### config.mk
export PLATFORM = sky130hd
export DESIGN_NAME = keypad_code_lock_controller
export DESIGN_NICKNAME = d
export VERILOG_FILES = /design/src/design/kclc_pkg.sv /design/src/design/kclc_core.sv /design/src/design/keypad_code_lock_controller.sv
export SDC_FILE = /design/constraint.sdc
export NUM_CORES = 1
export LEC_CHECK = 0
export ABC_AREA = 1
export CORE_ASPECT_RATIO = 1.5
export CORE_MARGIN = 8
export CORE_UTILIZATION = 45
export CTS_BUF_LIST = sky130_fd_sc_hd__clkbuf_4 sky130_fd_sc_hd__clkbuf_8 sky130_fd_sc_hd__clkbuf_16
export DETAILED_ROUTE_END_ITERATION = 7
export DONT_BUFFER_PORTS = 1
export GPL_TIMING_DRIVEN = 0
export PLACE_DENSITY = 0.66
export SETUP_SLACK_MARGIN = 0.3
export SYNTH_ARGS = -nofsm -noshare
export SYNTH_HDL_FRONTEND = slang
export SYNTH_SLANG_ARGS = --single-unit
### constraint.sdc
create_clock -name clk_i -period 2.5 [get_ports clk_i]
set_clock_uncertainty 0.15 [all_clocks]
set_input_delay 0.125 -clock clk_i [delete_from_list [all_inputs] [get_ports clk_i]]
set_output_delay 0.125 -clock clk_i [all_outputs]
set_load 0.05 [all_outputs]
### src/design/kclc_pkg.sv
`timescale 1ns / 1ps
`default_nettype none

package kclc_pkg;

  // Decoded key codes with a meaning of their own
  localparam logic [3:0] KEY_NONE = 4'd0;
  localparam logic [3:0] KEY_HASH = 4'd1;
  localparam logic [3:0] KEY_STAR = 4'd3;

  // Change sequence after reset: four presses of key code 2 (0x2222)
  localparam logic [15:0] SEQ_RESET = 16'd8738;

  // First digit of the code after reset; later digits count down, repeating every four
  localparam int unsigned CODE_RESET_TOP = 12;

  typedef enum logic [1:0] {
    MODE_NORMAL  = 2'd0,
    MODE_CONFIRM = 2'd1,
    MODE_NEW     = 2'd2
  } mode_e;

  typedef enum logic [1:0] {
    MOTOR_NONE   = 2'd0,
    MOTOR_UNLOCK = 2'd1,
    MOTOR_LOCK   = 2'd2
  } motor_e;

  // One result word, digit_leds in the lowest bits
  typedef struct packed {
    mode_e      entry_mode;
    motor_e     motor_move;
    logic       light_on;
    logic       locked;
    logic [3:0] digit_leds;
  } result_t;

  localparam int unsigned RESULT_W = $bits(result_t);

  // Light the lowest count LEDs, all four from four up
  function automatic logic [3:0] low_leds(input int unsigned count);
    logic [3:0] leds;
    if (count >= 4) begin
      leds = 4'hF;
    end else begin
      leds = 4'((5'd1 << count) - 5'd1);
    end
    return leds;
  endfunction

  // Stored code digit at position idx after reset
  function automatic logic [3:0] reset_digit(input int unsigned idx);
    return 4'(CODE_RESET_TOP - (idx % 4));
  endfunction

endpackage

`default_nettype wire

### src/design/kclc_core.sv
`timescale 1ns / 1ps
`default_nettype none

module kclc_core #(
  parameter int CODE_LENGTH = 4
) (
  input  wire logic             clk_i,
  input  wire logic             rst_ni,
  input  wire logic             step_i,
  input  wire logic [3:0]       key_i,
  input  wire logic             cfg_we_i,
  input  wire logic [15:0]      cfg_data_i,
  output kclc_pkg::result_t     result_o
);

  localparam int PosW = $clog2(CODE_LENGTH);

  logic [PosW-1:0]     pos_q, pos_d;
  logic [3:0]          entered_q [CODE_LENGTH];
  logic [3:0]          entered_d [CODE_LENGTH];
  logic [3:0]          entered_wr [CODE_LENGTH];
  logic [3:0]          stored_q [CODE_LENGTH];
  logic [3:0]          stored_d [CODE_LENGTH];
  logic                lock_q, lock_d;
  logic                light_q, light_d;
  kclc_pkg::mode_e     mode_q, mode_d;
  logic [3:0]          led_q, led_d;
  logic [15:0]         seq_q;
  kclc_pkg::motor_e    motor;
  logic                last_digit;
  logic                match_stored;
  logic                match_seq;

  // Entry with the current key placed at the cursor, compared in parallel
  always_comb begin
    entered_wr = entered_q;
    entered_wr[pos_q] = key_i;
    match_stored = 1'b1;
    match_seq = 1'b1;
    for (int i = 0; i < CODE_LENGTH; i++) begin
      if (entered_wr[i] != stored_q[i]) begin
        match_stored = 1'b0;
      end
      if (entered_wr[i] != 4'(seq_q >> ((CODE_LENGTH - 1 - i) * 4))) begin
        match_seq = 1'b0;
      end
    end
  end

  assign last_digit = (pos_q == PosW'(CODE_LENGTH - 1));

  // Next state for one key
  always_comb begin
    pos_d     = pos_q;
    entered_d = entered_q;
    stored_d  = stored_q;
    lock_d    = lock_q;
    light_d   = light_q;
    mode_d    = mode_q;
    led_d     = led_q;
    motor     = kclc_pkg::MOTOR_NONE;
    if (step_i && key_i != kclc_pkg::KEY_NONE) begin
      unique case (mode_q) inside
        kclc_pkg::MODE_CONFIRM, kclc_pkg::MODE_NEW: begin
          // Every key is a digit while changing the code
          if (mode_q == kclc_pkg::MODE_CONFIRM) begin
            entered_d[pos_q] = key_i;
          end else begin
            stored_d[pos_q] = key_i;
          end
          if (last_digit) begin
            pos_d = '0;
            if (mode_q == kclc_pkg::MODE_CONFIRM && match_stored) begin
              mode_d = kclc_pkg::MODE_NEW;
              led_d  = kclc_pkg::low_leds(CODE_LENGTH);
            end else begin
              mode_d = kclc_pkg::MODE_NORMAL;
              led_d  = '0;
            end
          end else begin
            pos_d = pos_q + PosW'(1);
            led_d = kclc_pkg::low_leds(32'(CODE_LENGTH - 1 - int'(pos_q)));
          end
        end
        default: begin
          if (key_i == kclc_pkg::KEY_STAR) begin
            pos_d = '0;
            led_d = '0;
          end else if (key_i == kclc_pkg::KEY_HASH) begin
            pos_d   = '0;
            light_d = ~light_q;
            led_d   = '0;
          end else begin
            entered_d[pos_q] = key_i;
            led_d = led_q | (4'b0001 << pos_q);
            if (last_digit) begin
              pos_d = '0;
              if (match_stored) begin
                // Open toggles to locked and back
                motor  = lock_q ? kclc_pkg::MOTOR_UNLOCK : kclc_pkg::MOTOR_LOCK;
                lock_d = ~lock_q;
                led_d  = '0;
              end else if (match_seq) begin
                mode_d = kclc_pkg::MODE_CONFIRM;
                led_d  = kclc_pkg::low_leds(CODE_LENGTH);
              end else begin
                led_d = '0;
              end
            end else begin
              pos_d = pos_q + PosW'(1);
            end
          end
        end
      endcase
    end
  end

  // Result after the update
  always_comb begin
    result_o.digit_leds = led_d;
    result_o.locked     = lock_d;
    result_o.light_on   = light_d;
    result_o.motor_move = motor;
    result_o.entry_mode = mode_d;
  end

  // Control state and stored code
  always_ff @(posedge clk_i or negedge rst_ni) begin
    if (!rst_ni) begin
      pos_q   <= '0;
      lock_q  <= 1'b1;
      light_q <= 1'b0;
      mode_q  <= kclc_pkg::MODE_NORMAL;
      led_q   <= '0;
      seq_q   <= kclc_pkg::SEQ_RESET;
      for (int i = 0; i < CODE_LENGTH; i++) begin
        stored_q[i] <= kclc_pkg::reset_digit(i);
      end
    end else begin
      pos_q    <= pos_d;
      lock_q   <= lock_d;
      light_q  <= light_d;
      mode_q   <= mode_d;
      led_q    <= led_d;
      stored_q <= stored_d;
      if (cfg_we_i) begin
        seq_q <= cfg_data_i;
      end
    end
  end

  // Entered digits hold whatever was keyed last
  always_ff @(posedge clk_i) begin
    entered_q <= entered_d;
  end

endmodule

`default_nettype wire

### src/design/keypad_code_lock_controller.sv
`timescale 1ns / 1ps
`default_nettype none
// A key word is held in the input register; its result word is computed from it and
// captured in the result register, from which the receiver takes it.
// Throughput: one key word per cycle; the input register and the result register
// advance together, so the input side stalls only while a result waits unread.
// Reset (rst_ni low, asynchronous): locked, light off, normal entry, LEDs off,
// code 12,11,10,9 and change sequence 0x2222; the pipeline empties.

module keypad_code_lock_controller #(
  parameter int CODE_LENGTH = 4
) (
  input  wire logic        clk_i,
  input  wire logic        rst_ni,
  input  wire logic        s_axis_tvalid,
  output logic             s_axis_tready,
  input  wire logic [7:0]  s_axis_tdata,   // [3:0] key_code
  output logic             m_axis_tvalid,
  input  wire logic        m_axis_tready,
  // [3:0] digit_leds, [4] locked, [5] light_on, [7:6] motor_move, [9:8] entry_mode
  output logic [15:0]      m_axis_tdata,
  input  wire logic        cfg_valid_i,
  output logic             cfg_ready_o,
  input  wire logic [15:0] cfg_data_i
);

  logic              in_valid_q;
  logic [3:0]        key_q;
  logic              out_valid_q;
  kclc_pkg::result_t out_q;
  kclc_pkg::result_t result;
  logic              advance;

  // Move a word from the input register to the result register
  assign advance       = in_valid_q && (!out_valid_q || m_axis_tready);
  assign s_axis_tready = !in_valid_q || advance;
  assign cfg_ready_o   = 1'b1;

  kclc_core #(
    .CODE_LENGTH(CODE_LENGTH)
  ) u_core (
    .clk_i      (clk_i),
    .rst_ni     (rst_ni),
    .step_i     (advance),
    .key_i      (key_q),
    .cfg_we_i   (cfg_valid_i),
    .cfg_data_i (cfg_data_i),
    .result_o   (result)
  );

  // Hold valid flags of both stages
  always_ff @(posedge clk_i or negedge rst_ni) begin
    if (!rst_ni) begin
      in_valid_q  <= 1'b0;
      out_valid_q <= 1'b0;
    end else begin
      if (s_axis_tready) begin
        in_valid_q <= s_axis_tvalid;
      end
      if (advance) begin
        out_valid_q <= 1'b1;
      end else if (m_axis_tready) begin
        out_valid_q <= 1'b0;
      end
    end
  end

  // Capture key and result payloads
  always_ff @(posedge clk_i) begin
    if (s_axis_tvalid && s_axis_tready) begin
      key_q <= s_axis_tdata[3:0];
    end
    if (advance) begin
      out_q <= result;
    end
  end

  assign m_axis_tvalid = out_valid_q;
  assign m_axis_tdata  = {(16 - kclc_pkg::RESULT_W)'(0), out_q};

endmodule

`default_nettype wire

After elaboration in Yosys (flattened, before gate mapping)
Cells that the tools add are included.
- output and inout bits: 19
- bits in registers: 74
- input bits: 29
- word-level logic and storage cells: 121
- shift-type cells: 2
- $add $sub $neg: 3
- reductions and logical operators: 15
- $lt $le $gt $ge: 3
- multiplexer cells: 52
- bitwise operators: 8
- equal/unequal tests: 16
- operator list (cell ; count):
    $mux W16 ; 4
    $mux W4 ; 11
    $bwmux W16 ; 2
    $ge A32 B3 Y1 const B ; 1
    $ne A4 B4 Y1 ; 8
    $shl A1 B32 Y4 const A ; 1
    $mux W2 ; 14
    $mux W1 ; 20
    $demux W4 S2 ; 1
    $reduce_or A7 Y1 ; 1
    $not A1 Y1 ; 6
    $logic_and A1 B1 Y1 ; 5
    $eq A2 B2 Y1 const B ; 2
    $eq A4 B1 Y1 const B ; 1
    $eq A4 B2 Y1 const B ; 1
    $ne A2 B2 Y1 const B ; 2
    $or A4 B4 Y4 ; 1
    $reduce_and A4 Y1 ; 1
    $reduce_bool A4 Y1 ; 1
    $shl A1 B2 Y4 const A ; 1
    $sub A4 B1 Y4 const B ; 1
    $ge A3 B3 Y1 const B ; 1
    $lt A3 B1 Y1 const B ; 1
    $not A2 Y3 ; 1
    9 further kinds ; 11

Logic depth before layout (Yosys ltp)
Gate-level depths: netlist of the first run.
- depth after elaboration: 18
- gate-level depth with buffers: 17
- mapped depth without buffers: 17

Modules after synthesis
A second synthesis of the first run with hierarchy kept.
- cell total of the unflattened synthesis: 470
- area total of the unflattened synthesis: 3819.9 um^2
- by module, submodules not included (module ; seq. area each (um^2) ; cells an instance ; times used ; area an instance (um^2)):
    kclc_core ; 1549.0 ; 435 ; 1 ; 3244.4
    keypad_code_lock_controller ; 470.5 ; 35 ; 1 ; 575.6

Worst setup path before layout of the first run
OpenSTA, ideal clock, no wires.
- path type: register to register
- start: register out_valid_q, in the netlist m_axis_tvalid
- end: register u_core.entered_q[0] (netlist bit) (enable)
- buffers on the path: 1
- stages on the path, launching flop included: 7
- library setup time: 0.388 ns
- clock period less this slack: 2.492 ns
- slack: 0.008 ns
- data required time: 1.962 ns
- data arrival time: 1.953 ns
- cells stage by stage: dfrtp_1 nand2_1 nand2_1 a31oi_1 buf_4 o21ai_0 nor2_1
- cells in the longest elaborated chain, start to end: 5
- ends and longest elaborated chain (item ; line ; RTL):
    start, declared ; keypad_code_lock_controller.sv:29 ; logic out_valid_q;
    start signal, assigned ; keypad_code_lock_controller.sv:55 ; out_valid_q <= 1'b0;
    start signal, assigned ; keypad_code_lock_controller.sv:61 ; out_valid_q <= 1'b1;
    start signal, assigned ; keypad_code_lock_controller.sv:63 ; out_valid_q <= 1'b0;
    $logic_not A1 Y1 ; keypad_code_lock_controller.sv:35 ; assign advance = in_valid_q && (!out_valid_q || m_axis_tready);
    $logic_or A1 B1 Y1 ; keypad_code_lock_controller.sv:35 ;
    $logic_and A1 B1 Y1 ; keypad_code_lock_controller.sv:35 ;
    $logic_and A1 B1 Y1 ; kclc_core.sv:62 ; if (step_i && key_i != kclc_pkg::KEY_NONE) begin
    $reduce_and A4 Y1 (no line) ; n/a ;
    end signal, assigned ; kclc_core.sv:154 ; entered_q <= entered_d;
    end, declared ; kclc_core.sv:19 ; logic [3:0] entered_q [CODE_LENGTH];
No other way between the ends.
A chain may end at the register's enable or synchronous reset.

==> results of run 1 <==
[cell usage after synthesis, types with 2 or more instances]
| library cell | number |
|---|---|
| nor2_1 | 26 |
| o21ai_0 | 34 |
| ha_1 | 7 |
| inv_2 | 4 |
| nand2_4 | 7 |
| nand3_1 | 48 |
| nand2_2 | 10 |
| nand2_1 | 165 |
| dfrtp_1 | 30 |
| buf_4 | 8 |
| nand4_1 | 3 |
| conb_1 | 2 |
| buf_6 | 2 |
| inv_1 | 52 |
| clkbuf_1 | 3 |
| nor2_2 | 4 |
| o21ai_1 | 4 |
| dfstp_2 | 14 |
| edfxtp_1 | 30 |
[logic make-up after synthesis]
group,count (synthesis),share of synthesized area (%)
AND/OR/NAND/NOR,266,30.6
flip-flops,74,52.9
buffers and inverters,70,8.13
AO/OA/AOI/OAI,41,5.44
adder cells (fa/ha/maj),7,2.29
XOR/XNOR,2,0.459
other,2,0.197
[repair_timing]
| item | 4_1_cts | 5_1_grt |
|---|---|---|
| hold endpoints to repair | 70 | 0 |
| gates cloned | 0 | 0 |
| pin swaps | 10 | 22 |
| gates resized for setup | 35 | 52 |
| buffers inserted | 7 | 5 |
| hold buffers | 25 | 0 |
| setup endpoints to repair | 48 | 48 |
[state kept, by name (all words and copies together) (netlist names)]
name              cells
u_core.mode_q         2
m_axis_tdata         10
u_core.pos_q          2
u_core.seq_q         16
u_core.entered_q     16
key_q                 4
u_core.lock_q         1
u_core.led_q          4
u_core.stored_q      16
u_core.light_q        1
m_axis_tvalid         1
in_valid_q            1
[through the flow]
step | std cells | setup TNS (ns) | setup WS (ns) | total power [mW] | hold slack, ns
final | 627 | 0 | 0.158 | 5.59 | 0.0870
after global routing | 627 | 0 | 0.00787 | 5.94 | 0.140
after CTS | 622 | 0 | 0.196 | 5.30 | 0.0911
after detailed placement | 574 | -1.16 | -0.0731 | 3.69 | -0.319
after global placement | 574 | -0.890 | -0.0564 | 3.64 | -0.319
after floorplan | 467 | 0 | 0.372 | 3.29 | -0.321
[power groups by stage]
| stage | logic (mW) | registers [mW] | clock network [mW] |
|---|---|---|---|
| 2_1_floorplan | 1.30 | 1.99 | 0 |
| 3_3_place_gp | 1.59 | 2.04 | 0 |
| 3_5_place_dp | 1.64 | 2.05 | 0 |
| 4_1_cts | 1.88 | 2.06 | 1.36 |
| 5_1_grt | 2.41 | 2.12 | 1.41 |
| 6_report | 2.16 | 2.08 | 1.35 |
[worst register-to-register path, cell delays in order (launching register included)]
cell and delay [ns]:
dfrtp_2 0.47, inv_4 0.11, ha_4 0.21, inv_8 0.07, nand2_4 0.08, nand2_4 0.05, nand2_2 0.05, nand2_1 0.05
nor2_1 0.12, nand2_1 0.12, nor2_2 0.17, nand2_4 0.09, inv_2 0.08, nand3_2 0.07, xor2_1 0.15, inv_1 0.08
[metal layers]
layer / share of wire, % / track usage, % / wire length [um] / up-vias
met5: 0 / 0 / 0 / -
met4: 3.4 / 11.5 / 331 / 0
met3: 4.8 / 2.74 / 460 / 21
met2: 54 / 32.2 / 5150 / 89
met1: 38 / 16.1 / 3680 / 1545
li1: - / - / - / 1566
[area by class of cell]
class / instances / area (um2)
Fill cell: 727 / 3350
Sequential cell: 74 / 2020
Multi-Input combinational cell: 323 / 1780
Timing Repair Buffer: 37 / 378
Inverter: 57 / 239
Clock buffer: 9 / 225
Tap cell: 107 / 134
Buffer: 13 / 97.6
Clock inverter: 7 / 83.8
[final timing paths]
| check | start | slack (ns) | end |
|---|---|---|---|
| hold / removal | cfg_valid_i | 0.09 | u_core.seq_q[2]$_DFFE_PN0P_ |
| setup / recovery | u_core.pos_q[0]$_DFFE_PN0P_ | 0.16 | m_axis_tdata[4]$_DFFE_PP_ |
| hold reg to reg | u_core.light_q$_DFF_PN0_ | 0.33 | u_core.light_q$_DFF_PN0_ |
| setup reg to reg | u_core.pos_q[0]$_DFFE_PN0P_ | 0.16 | m_axis_tdata[4]$_DFFE_PP_ |
| min in group asynchronous | rst_ni | 0.13 | u_core.seq_q[2]$_DFFE_PN0P_ |
| max in group asynchronous | rst_ni | 1.79 | u_core.lock_q$_DFF_PN1_ |
==> results.yml, run 1 <==
critical_path:
  crit_family: "simple AND/OR/NAND/NOR gates"
  cp_cell_sequence: "inv_4 > ha_4 > inv_8 > nand2_4 > nand2_4 > nand2_2 > nand2_1 > nor2_1 > nand2_1 > nor2_2 > nand2_4 > inv_2 > nand3_2 > xor2_1 > inv_1"
  crit_fanout: 6
  critPathLaunchType: "flop"
  critPathMaxStageDelay_ns: 0.47
  cp_data_required_time_ns: 2.44
  critPathCaptureType: "flop"
  crit_top_cell: "nand2_4"
  worstPathArrival_ns: 2.28
  cp_num_cells: 15
  worst-path-buf-inv: 4
  critPathSlowestCell: "dfrtp_2"
  crit_type: "flop to flop"
  ff2ff_path_depth: 15
routing:
  avgRoutedWirePerCell_um: 15.4
  drt_iter0_drc: 162
  post-route-drc-count: 0
  first_pass_iters: 5
  drt-total-wl_mm: 9.63
  postRouteAntennaNets: 0
  num_vias: 3221
  viasPerCell: 5.14
layout:
  final_area_um2: 4960
  layout_commonest_cell: "nand2_1"
  nNetsFinal: 551
  syn2layout_area_growth_pct: 29.9
  mostFrequentLayoutCells: "nand2_1, inv_1, nand3_1, o21ai_0, nand2_2"
  drive_above_1_share_pct: 25.8
  diodes: 0
  final_util_pct: 59.6
synthesis:
  async_reset_ff_share_pct: 59.5
  synth-edff-count: 30
  synth_seq_cells: 74
  syn_area_um2: 3820
  yosys_warnings: 0
  syn_area_per_cell_um2: 8.26
  synth_top_area_share_pct: 23.6
  synth_ff_type: "edfxtp_1"
  synth.largest_area_cell: "edfxtp_1"
  synthTopCellsByArea: "edfxtp_1, dfrtp_1, nand2_1"
  yosysSeqAreaShare_pct: 52.9
  syn_inst: 462
  synthDistinctLibCells: 28
placed_design:
  gp_congestion: 0.848
  dp_hpwl_mm: 6.65
  postPlaceCellArea_um2: 3980
  portBuffers: 0
power:
  leakage_nw: 2.28
  p_clk_share_pct: 24.1
  intPower_mw: 3.37
  power.net_switching_mw: 2.21
  seq_power_share_pct: 37.2
  power.density_nw_per_um2: 1130
  ir_worst_vdd_mv: 0.576
  p_sw_share_pct: 39.6
  pwr-share-comb_pct: 38.7
floorplanning:
  rows: 41
  core-area_um2: 8310
  dieHeight_um: 129
  die_area_um2: 11700
  die_w_um: 91.2
  initial_core_util_pct: 45.9
  ios: 48
clock_network:
  cts_tree: "done"
  clk_latency_ns: 0.34
  cts.path.max_buffers: 2
  cts-root-buf: "clkbuf_16"
  numCtsBuffers: 9
  htree_levels: 3
  clock-sinks: 74
  clkTransAtPathRegs_ns: 0.06
job:
  cap_violations: 0
grt:
  groute.usage.overall_pct: 16.9
  grt_pass1_vias: 3317
  grt_max_degree: 45
  antenna_found_initial: 0
  overflow: 0
  grt_pass1_wl_mm: 15.4
sta:
  relSlewSlack_pct: 59.7
  grt_setup_unrepaired: "true"
  min_period_ns: 2.34
  layout_worst_path_cycle_share_pct: 93.7
  fmaxAchievable_mhz: 427
  setup_viol_count_final: 0
  drv_slew: 0
  hold_viol_final: 0
  tightest_slew_ns: 0.605
status:
  outcome: "finished, final reports clean"
hold_path:
  whs_path_depth: 3
  hp-class: "input port to flop"
No activity file was read; power rests on OpenSTA's default activity.
==> run 2, diff against run 1 <==
- CORE_ASPECT_RATIO: 1.5 -> 1.4
==> run 2 against run 1 <==
Compared with the run above: combinational power increased by 2%; sequential share of layout area increased by 0.26 points; global-route usage increased by 0.48 points; worst hold slack improved by 0.013 ns; critical path depth unchanged; highest routed layer unchanged.
==> results.yml, run 2 (same netlist as run 1, synthesis figures left out) <==
sta:
  hold_viol_final: 0
  layout_worst_path_cycle_share_pct: 92.3
  fmaxAchievable_mhz: 433
  setup_viol_count_final: 0
  grt_setup_unrepaired: "true"
  tightest_slew_ns: 0.591
  final.setup.tns_ns: 0
  relSlewSlack_pct: 60.5
  min_period_ns: 2.31
  drv_slew: 0
power:
  leakage_nw: 2.29
  total_power_mw: 5.46
  power.density_nw_per_um2: 1110
  ir_worst_vdd_mv: 0.604
clock_network:
  clkTransAtPathRegs_ns: 0.06
  cts-root-buf: "clkbuf_16"
  clock-sinks: 74
  cts.path.max_buffers: 2
  htree_levels: 3
  numCtsBuffers: 9
  cts_tree: "done"
  clk_latency_ns: 0.33
hold_path:
  whs_path_depth: 3
  hp-class: "input port to flop"
  hold_end: "u_core.seq_q[0]$_DFFE_PN0P_"
  holdCritStartpoint: "cfg_valid_i"
critical_path:
  r2r_end: "m_axis_tdata[4]$_DFFE_PP_"
  cp_cell_sequence: "inv_2 > ha_4 > buf_6 > nand2_4 > nand2_4 > nand2_2 > nand2_2 > nor2_2 > nand2_1 > nor2_2 > nand2_2 > inv_2 > nand3_2 > xor2_1 > inv_1"
  r2r_slack_ns: 0.19
  crit_top_cell: "nand2_2"
  ff2ff_path_depth: 15
  critPathSlowestCell: "dfrtp_1"
  critPathMaxStageDelay_ns: 0.39
  cp_data_required_time_ns: 2.43
  crit_type: "flop to flop"
  critPathCaptureType: "flop"
  critPathLaunchType: "flop"
  crit_fanout: 5
  reg2reg_from: "u_core.pos_q[0]$_DFFE_PN0P_"
  worstPathArrival_ns: 2.24
layout:
  diodes: 0
  syn2layout_area_growth_pct: 28.9
  mostFrequentLayoutCells: "nand2_1, inv_1, nand3_1, o21ai_0, nand2_2"
  fillers: 720
  reg_top3: "u_core.entered_q (16), u_core.seq_q (16), u_core.stored_q (16)"
  nNetsFinal: 555
  layout_commonest_cell: "nand2_1"
  drive_above_1_share_pct: 25.4
job:
  cap_violations: 0
floorplanning:
  rows: 40
  dieHeight_um: 125
  die_area_um2: 11700
  die_w_um: 93.8
  initial_core_util_pct: 45.4
  ios: 48
  core-area_um2: 8410
grt:
  grt_pass1_vias: 3347
  use_met3_pct: 2.51
  groute.usage.overall_pct: 17.4
  top_usage_layer: "met2"
  overflow: 0
  globalRouteMet2Util_pct: 29.8
  grt_max_degree: 45
  grt_pass1_wl_mm: 15.8
  met1_usage_pct: 19.2
  antenna_found_initial: 0
routing:
  first_pass_iters: 5
  avgRoutedWirePerCell_um: 15.3
  viasPerCell: 5.12
  drt_iter0_drc: 158
  drt-total-wl_mm: 9.65
  num_vias: 3221
  post-route-drc-count: 0
  postRouteAntennaNets: 0
placed_design:
  dp_hpwl_mm: 6.57
  portBuffers: 0
  gp_congestion: 0.868
status:
  outcome: "finished, final reports clean"
## run 2: how the worst max path moves through the flow
| stage | from | endpoint | slack [ns] | cells past startpoint |
|---|---|---|---|---|
| 6_report | u_core.pos_q[0]$_DFFE_PN0P_ | m_axis_tdata[4]$_DFFE_PP_ | 0.19 | 15 |
| 5_1_grt | u_core.pos_q[0]$_DFFE_PN0P_ | m_axis_tdata[4]$_DFFE_PP_ | 0.05 | 15 |
| 4_1_cts | u_core.pos_q[1]$_DFFE_PN0P_ | m_axis_tdata[4]$_DFFE_PP_ | 0.21 | 15 |
| 3_5_place_dp | m_axis_tvalid$_DFFE_PN0P_ | u_core.entered_q[14]$_DFFE_PP_ | -0.03 | 6 |
| 3_3_place_gp | m_axis_tvalid$_DFFE_PN0P_ | u_core.entered_q[15]$_DFFE_PP_ | -0.007 | 6 |
| 2_1_floorplan | u_core.pos_q[0]$_DFFE_PN0P_ | m_axis_tdata[2]$_DFFE_PP_ | 0.37 | 17 |
## run 2: final cells by class
type / instances / area [um2] / share of cell area [%]
buffer: 13 / 93.8 / 1.91
clock buffer: 11 / 246 / 5.01
clock inverter: 5 / 30.0 / 0.611
inverter: 57 / 231 / 4.71
multi-input combinational: 323 / 1750 / 35.5
sequential: 74 / 2020 / 41.1
tap: 105 / 131 / 2.67
timing repair buffer: 41 / 417 / 8.47
## run 2: repair_timing
action | CTS | global route
pin swaps | 17 | 9
resized for setup | 46 | 26
cloned | 0 | 0
hold buffers | 25 | 0
endpoints found under the hold margin | 70 | 0
buffers inserted | 15 | 1
setup endpoints to repair | 48 | 48
## run 2: metrics by stage
| step | cell area, um2 | std cells | util, % | setup WS [ns] | hold WS (ns) |
|---|---|---|---|---|---|
| finish | 4920 | 629 | 58.5 | 0.191 | 0.100 |
| detailed placement | 3970 | 572 | 47.3 | -0.0303 | -0.317 |
| CTS | 4800 | 628 | 57.1 | 0.208 | 0.102 |
| global placement | 3970 | 572 | 47.3 | -0.00711 | -0.318 |
| global route | 4920 | 629 | 58.5 | 0.0466 | 0.166 |
| floorplan | 3840 | 467 | - | 0.372 | -0.321 |
## run 2: layer usage
metal  up-vias  share of wire, %  routed length [um]
met3        31               4.3                 417
met5         -                 0                   0
met1      1506                39                3790
met2       107                52                5040
met4         0               4.1                 397
li1       1577                 -                   -
## run 2: power breakdown
| part | leakage [nW] | switching [mW] | internal (mW) | total [mW] |
|---|---|---|---|---|
| Combinational | 1.35 | 1.36 | 0.851 | 2.21 |
| Clock | 0.135 | 0.487 | 0.704 | 1.19 |
| Sequential | 0.800 | 0.360 | 1.70 | 2.06 |
| Total | 2.29 | 2.21 | 3.25 | 5.46 |
## run 2: critical path: cells and delay by family, from the launching register on
family | cells | cell delay (ns)
XOR/XNOR | 1 | 0.18
adder cells (fa/ha/maj) | 1 | 0.20
buffers and inverters | 4 | 0.37
flip-flops | 1 | 0.39
AND/OR/NAND/NOR | 9 | 0.76
